<file path="src/rtl/core/chp_pkg.sv">
// shared types, constants and register codes of the chroma hold core
package chp_pkg;

    localparam int KEY_COUNT_DEF = 3;
    localparam int KEY_MAX       = 3;

    localparam int PIX_W    = 8;
    localparam int CTR_W    = 9;
    localparam int SHAPE_F  = 12;
    localparam int GAIN_W   = 9;
    localparam int CENTER_W = 18;
    localparam int SHAPE_W  = 24;
    localparam int CFG_AW   = 3;
    localparam int CFG_DW   = 24;

    // register indexes
    localparam logic [CFG_AW-1:0] REG_KEY_ENABLE = 3'd0;
    localparam logic [CFG_AW-1:0] REG_KEY_BASE   = 3'd1;

    localparam logic [KEY_MAX-1:0]  ENABLE_RST       = 3'd1;
    localparam logic [CENTER_W-1:0] CENTER_RST       = 18'd65664;
    localparam logic [SHAPE_W-1:0]  SHAPE_FIRST_RST  = 24'd4194304;
    localparam logic [SHAPE_W-1:0]  SHAPE_OTHER_RST  = 24'd0;

    localparam logic [GAIN_W-1:0] GAIN_FULL = 9'd256;

    typedef struct packed {
        logic [CENTER_W-1:0] center;
        logic [SHAPE_W-1:0]  shape;
    } t_key_cfg;

endpackage

</file>
<file path="src/rtl/core/chp_key.sv">
// per-key gain pipeline: distance, square root, ramp division, gain
module chp_key (
    input  logic                        i_clk,
    input  logic                        i_en,
    input  logic [chp_pkg::PIX_W-1:0]   i_u,
    input  logic [chp_pkg::PIX_W-1:0]   i_v,
    input  chp_pkg::t_key_cfg           i_cfg,
    output logic [chp_pkg::GAIN_W-1:0]  o_gain
);
    import chp_pkg::*;

    localparam int SQ_STEPS  = 14;
    localparam int DIV_STEPS = 9;

    logic [CTR_W-1:0]   cu, cv;
    logic [SHAPE_F-1:0] radius, ramp;
    logic [9:0]         diff_u, diff_v;
    logic [CTR_W-1:0]   n_du, n_dv;
    logic [CTR_W-1:0]   r_du, r_dv;
    logic [17:0]        du_sq, dv_sq;
    logic [19:0]        sq;

    logic [27:0] r_x    [0:SQ_STEPS];
    logic [14:0] r_rem  [0:SQ_STEPS];
    logic [13:0] r_root [0:SQ_STEPS];

    logic [20:0] r_dr   [0:DIV_STEPS];
    logic [8:0]  r_q    [0:DIV_STEPS];
    logic        r_full [0:DIV_STEPS];
    logic        r_zero [0:DIV_STEPS];

    logic [13:0] key_dist, excess;
    logic        n_full, n_zero;
    logic [20:0] n_dvd;
    logic [GAIN_W-1:0] r_gain;

    assign cu     = i_cfg.center[17:9];
    assign cv     = i_cfg.center[8:0];
    assign radius = i_cfg.shape[23:12];
    assign ramp   = i_cfg.shape[11:0];

    // absolute chroma distance per axis
    always_comb begin
        diff_u = {2'b00, i_u} - {1'b0, cu};
        diff_v = {2'b00, i_v} - {1'b0, cv};
        n_du   = diff_u[9] ? 9'(-diff_u) : diff_u[8:0];
        n_dv   = diff_v[9] ? 9'(-diff_v) : diff_v[8:0];
    end

    always_ff @(posedge i_clk) begin
        if (i_en) begin
            r_du <= n_du;
            r_dv <= n_dv;
        end
    end

    // squared distance, scaled by 256 for the root
    assign du_sq = r_du * r_du;
    assign dv_sq = r_dv * r_dv;
    assign sq    = {2'b00, du_sq} + {2'b00, dv_sq};

    always_ff @(posedge i_clk) begin
        if (i_en) begin
            r_x[0]    <= {sq, 8'h00};
            r_rem[0]  <= '0;
            r_root[0] <= '0;
        end
    end

    // square root, one result bit per stage
    for (genvar j = 1; j <= SQ_STEPS; j++) begin : g_sqrt
        logic [16:0] rem_ext, trial;
        always_comb begin
            rem_ext = {r_rem[j-1], r_x[j-1][27:26]};
            trial   = {1'b0, r_root[j-1], 2'b01};
        end
        always_ff @(posedge i_clk) begin
            if (i_en) begin
                r_x[j] <= {r_x[j-1][25:0], 2'b00};
                if (rem_ext >= trial) begin
                    r_rem[j]  <= 15'(rem_ext - trial);
                    r_root[j] <= {r_root[j-1][12:0], 1'b1};
                end else begin
                    r_rem[j]  <= rem_ext[14:0];
                    r_root[j] <= {r_root[j-1][12:0], 1'b0};
                end
            end
        end
    end

    // compare against radius and ramp, set up the ceiling division
    always_comb begin
        key_dist = r_root[SQ_STEPS];
        excess   = key_dist - {2'b00, radius};
        n_full   = key_dist <= {2'b00, radius};
        n_zero   = (ramp == '0) || (excess > {2'b00, ramp});
        n_dvd    = {1'b0, excess[11:0], 8'h00} + {9'd0, ramp} - 21'd1;
    end

    always_ff @(posedge i_clk) begin
        if (i_en) begin
            r_dr[0]   <= n_dvd;
            r_q[0]    <= '0;
            r_full[0] <= n_full;
            r_zero[0] <= n_zero;
        end
    end

    // restoring division by the ramp, one quotient bit per stage
    for (genvar b = 1; b <= DIV_STEPS; b++) begin : g_div
        logic [20:0] dvs;
        assign dvs = {9'd0, ramp} << (DIV_STEPS - b);
        always_ff @(posedge i_clk) begin
            if (i_en) begin
                r_full[b] <= r_full[b-1];
                r_zero[b] <= r_zero[b-1];
                if (r_dr[b-1] >= dvs) begin
                    r_dr[b] <= r_dr[b-1] - dvs;
                    r_q[b]  <= r_q[b-1] | (9'd1 << (DIV_STEPS - b));
                end else begin
                    r_dr[b] <= r_dr[b-1];
                    r_q[b]  <= r_q[b-1];
                end
            end
        end
    end

    // final key gain
    always_ff @(posedge i_clk) begin
        if (i_en) begin
            priority if (r_full[DIV_STEPS]) begin
                r_gain <= GAIN_FULL;
            end else if (r_zero[DIV_STEPS]) begin
                r_gain <= '0;
            end else begin
                r_gain <= GAIN_FULL - r_q[DIV_STEPS];
            end
        end
    end

    assign o_gain = r_gain;

endmodule

</file>
<file path="config.mk">
export PLATFORM = sky130hd
export DESIGN_NAME = chp_key
export DESIGN_NICKNAME = d
export VERILOG_FILES = /design/src/rtl/core/chp_pkg.sv /design/src/rtl/core/chp_key.sv
export SDC_FILE = /design/constraint.sdc
export NUM_CORES = 2
export LEC_CHECK = 0
export BUFFER_PORTS_ARGS = -buffer_cell sky130_fd_sc_hd__buf_4
export CAP_MARGIN = 20
export CORE_MARGIN = 1
export CORE_UTILIZATION = 64
export DETAILED_ROUTE_END_ITERATION = 8
export HOLD_SLACK_MARGIN = 0.02
export PLACE_DENSITY = 0.86
export SYNTH_ARGS = -nofsm -noshare
export SYNTH_HDL_FRONTEND = slang
export SYNTH_SLANG_ARGS = --single-unit
</file>
<file path="constraint.sdc">
create_clock -name i_clk -period 7.6 [get_ports i_clk]
set_input_delay 0.76 -clock i_clk [delete_from_list [all_inputs] [get_ports i_clk]]
set_output_delay 0.76 -clock i_clk [all_outputs]
set_load 0.05 [all_outputs]
</file>
==> summary by stage <==
Outcome
The flow ran to the end, and the final reports show no timing, DRC or antenna violations.

Finish
Across the whole layout, storage elements account for 20110 um^2. The library cell used most frequently in the layout, excluding fill and tap cells, is sky130_fd_sc_hd__edfxtp_1. Leaving out fill and tap cells, the most frequent cells in the layout are sky130_fd_sc_hd__edfxtp_1, sky130_fd_sc_hd__inv_1, sky130_fd_sc_hd__ha_1.

Compared with the post-synthesis result, the final layout area differs by 9.395%. The non-filler instance count after layout is 4616. The total area of multi-input combinational cells is 19080 um^2. The count of filler cells inserted in the layout is 4258.

The share of cells above drive strength 1 is 0.07480. In the final design database the tool counted 4235 nets. The antenna diode count is 0.

Clock tree
The number of buffers added by the clock tree synthesis step is 72. The clock passes through at most 3 buffers. The TritonCTS clock tree is built. The clock transition at the registers of the reported paths is 60 ps. Buffers inserted to repair hold after CTS numbered 0. The number of H-tree levels is 3. The sink count of the clock tree is 670. The insertion delay of the later-clocked pin in the worst-skew pair is 620 ps. The buffer count from post-CTS setup fixing is 0.

The clock tree root driver cell is sky130_fd_sc_hd__clkbuf_16. Gates resized during post-CTS repair numbered 0.

Place
The HPWL after detailed placement is 58.15 mm. Routability-driven placement finished with a final weighted congestion of 0.9155. Once placement completed, the tool counted placed cells totaling 4485. Input and output buffers added on the ports amount to 68. The setup slack after placement is 1406 ps.

Route
The routed layout has 27529 vias. The routed via count divided by cell count is 5.964. The detailed-route wire length per cell is 17.90 um. The number of iterations in the first detailed-routing pass is 5.

The overall routed net length is 82.64 mm. For this block, the initial DRC count from the detailed router was 2076. The post-route antenna net violation count is 0. For this run, design rule violations remaining after detail routing come to 0.

Timing
The final total negative setup slack is 0 ps. Setup repair after global routing left no endpoint under its margin. Across the routed clock network, the largest skew measured is 26.62 ps. The minimum clock period is 6243 ps.

The remaining max-slew budget at the tightest pin is 0.3060. In the post-route analysis, the smallest setup slack over all paths is 1357 ps. The final hold violation count is 0.

Based on the critical path, the design can be clocked at up to 160.2 MHz. The count of endpoints failing setup in the final report is 0. For the pin with the worst max-slew slack, the measured transition is 1032 ps. In the finished design, the share of the clock period the worst path needs comes to 0.8214. The tightest hold margin is 393.0 ps.

The total count of max-transition violations in the final report is 0.

Global routing
The via count of the first global-routing pass is 27631. The first global-routing pass estimated 134.1 mm of wire. The overall fraction of global-route tracks in use is 0.2590. The initial antenna violation count was 0.

Entering global routing, the biggest net connects 128 pins. Global routing finished with a remaining overflow of 0.

Synthesis
After technology mapping, the gate count stands at 3616. Synthesis inferred 670 register bits. The top flip-flop cell by instance count after synthesis is sky130_fd_sc_hd__edfxtp_1. The number of warning messages in the yosys log is 0. The dominant combinational cell family by area after synthesis is adder cells. Synthesis instantiated 80 different standard cells from the library. The async set-reset flop share out of synthesis is 0.

Of the total synthesized cell area, the portion taken by full adders, half adders and majority gates is 0.1618. In this run the mean area of a mapped cell was 11.34 um^2. The number of synthesized flops with an enable pin is 669. The post-synthesis net count is 4138. The portion of netlist area occupied by mux cells is 0.01754. The cell area after technology mapping is 41010 um^2. The compound-cell area share of the yosys netlist is 0.1073. The xor-xnor portion of the synthesized cell area is 0.05938. Of the total synthesized cell area, the portion taken by AND, OR, NAND and NOR gates is 0.1191. The sequential share of the synthesized area is 0.4904.

Critical path
The startpoint of the worst setup timing path is r_dv[6]. The worst register-to-register path has a setup slack of 1360 ps. In this run the critical register-to-register path is launched from r_dv[6]. The end point of the critical path is r_x[0][24]. The endpoint of the lowest-slack register-to-register path is r_x[0][24]. The worst setup path is launched from a flop. The highest fanout seen on the critical path is 9. The number of cells traversed by the worst register-to-register path is 20. Data on the critical path arrives at its endpoint at 6590 ps.

The nature of the critical path endpoint is a flop. The critical path in this run is classified as reg -> reg. The critical path data required time is 7950 ps.

Floorplan
For this configuration, the core starts out at a cell density of 0.6489. The floorplan step set the die width to 255.1 um. The number of cell rows is 92. The floorplan step defined a die boundary enclosing 65090 um^2. The die is 255.1 um tall. The number of top-level pins is 69.

The area of the placeable core is 63200 um^2.

Hold path
In this run the worst hold path is classified as reg -> reg.

Flow run
Across the run, the number of max-cap violations was 0.
==> per-stage QoR <==
step                instance area, um^2  utilization
global placement                  42510       0.6727
finish                            44860       0.7098
floorplan                         41010            -
global route                      44860       0.7098
CTS                               44860       0.7098
detailed placement                42510       0.6727
==> worst min path at each step <==
| stage | startpoint | depth (start not counted) | to |
|---|---|---|---|
| after floorplan | r_full[0] | 0 | r_full[1] |
| after global placement | r_q[4][7] | 0 | r_q[4][16] |
| after detailed placement | r_q[3][7] | 0 | r_q[3][16] |
| after CTS | r_x[0][15] | 0 | r_x[0][43] |
| after global routing | r_x[0][15] | 0 | r_x[0][43] |
| final | r_x[0][71] | 0 | r_x[0][99] |
==> per-layer routing <==
metal / track usage / share of wire / routed length [um] / up-vias
li1: - / - / - / 13138
met5: 0 / 0 / 0 / -
met2: 0.4716 / 0.52 / 42900 / 918
met4: 0.1028 / 0.036 / 2973 / 0
met3: 0.04048 / 0.059 / 4849 / 212
met1: 0.3054 / 0.39 / 31920 / 13261
==> registers in the layout, summed over array words and instances, names as in the netlist <==
| name | count |
|---|---|
| r_dr | 189 |
| r_rem | 175 |
| r_x | 109 |
| r_root | 105 |
| r_q | 45 |
| r_full | 10 |
| r_zero | 10 |
| o_gain | 9 |
| r_du | 9 |
| r_dv | 9 |
==> cells in the mapped netlist, types with 55 or more instances <==
library cell	n	area, um^2
sky130_fd_sc_hd__xnor2_1	150	1314
sky130_fd_sc_hd__nand2b_1	55	344.1
sky130_fd_sc_hd__a21oi_1	203	1016
sky130_fd_sc_hd__and2_1	67	419.2
sky130_fd_sc_hd__ha_1	348	4354
sky130_fd_sc_hd__xor2_1	128	1121
sky130_fd_sc_hd__nand2_1	215	807.0
sky130_fd_sc_hd__fa_1	114	2282
sky130_fd_sc_hd__edfxtp_1	669	20090
sky130_fd_sc_hd__a21o_1	63	473.0
sky130_fd_sc_hd__nor3_1	87	435.4
sky130_fd_sc_hd__clkbuf_1	60	225.2
sky130_fd_sc_hd__nor2_1	250	938.4
sky130_fd_sc_hd__inv_1	409	1535
sky130_fd_sc_hd__o21ai_0	179	895.9
==> final cells by class <==
type	count	share of cell area
Sequential cell	670	0.4483
Tap cell	846	0.02360
Clock buffer	82	0.04147
Timing Repair Buffer	93	0.01601
Clock inverter	49	0.01091
Inverter	411	0.03439
Multi-Input combinational cell	2465	0.4253
==> logic make-up (layout without fill, tap and decap cells) <==
logic type | count (synthesis) | count (layout)
simple gates | 963 | 963
compound gates | 698 | 698
buf+inv | 481 | 635
flops | 670 | 670
fa+ha+maj | 462 | 462
xor+xnor | 278 | 278
mux | 64 | 64
==> worst max-delay path, stage by stage, from the launching register on <==
cell and delay [ps]:
sky130_fd_sc_hd__edfxtp_1 520, sky130_fd_sc_hd__inv_1 180, sky130_fd_sc_hd__nor2_1 240, sky130_fd_sc_hd__fa_1 490, sky130_fd_sc_hd__fa_1 550, sky130_fd_sc_hd__inv_1 50, sky130_fd_sc_hd__fa_1 520, sky130_fd_sc_hd__inv_1 50
sky130_fd_sc_hd__fa_1 500, sky130_fd_sc_hd__fa_1 540, sky130_fd_sc_hd__inv_1 50, sky130_fd_sc_hd__fa_1 530, sky130_fd_sc_hd__inv_1 40, sky130_fd_sc_hd__ha_1 350, sky130_fd_sc_hd__o21ai_0 150, sky130_fd_sc_hd__a21oi_1 190
sky130_fd_sc_hd__o21ai_0 180, sky130_fd_sc_hd__and3_1 220, sky130_fd_sc_hd__o41ai_1 350, sky130_fd_sc_hd__a21oi_1 140, sky130_fd_sc_hd__xnor2_1 130
Power is left out: the tool's default activity adds up to more than one toggle a clock period on the data nets, which glitch-free logic cannot reach.
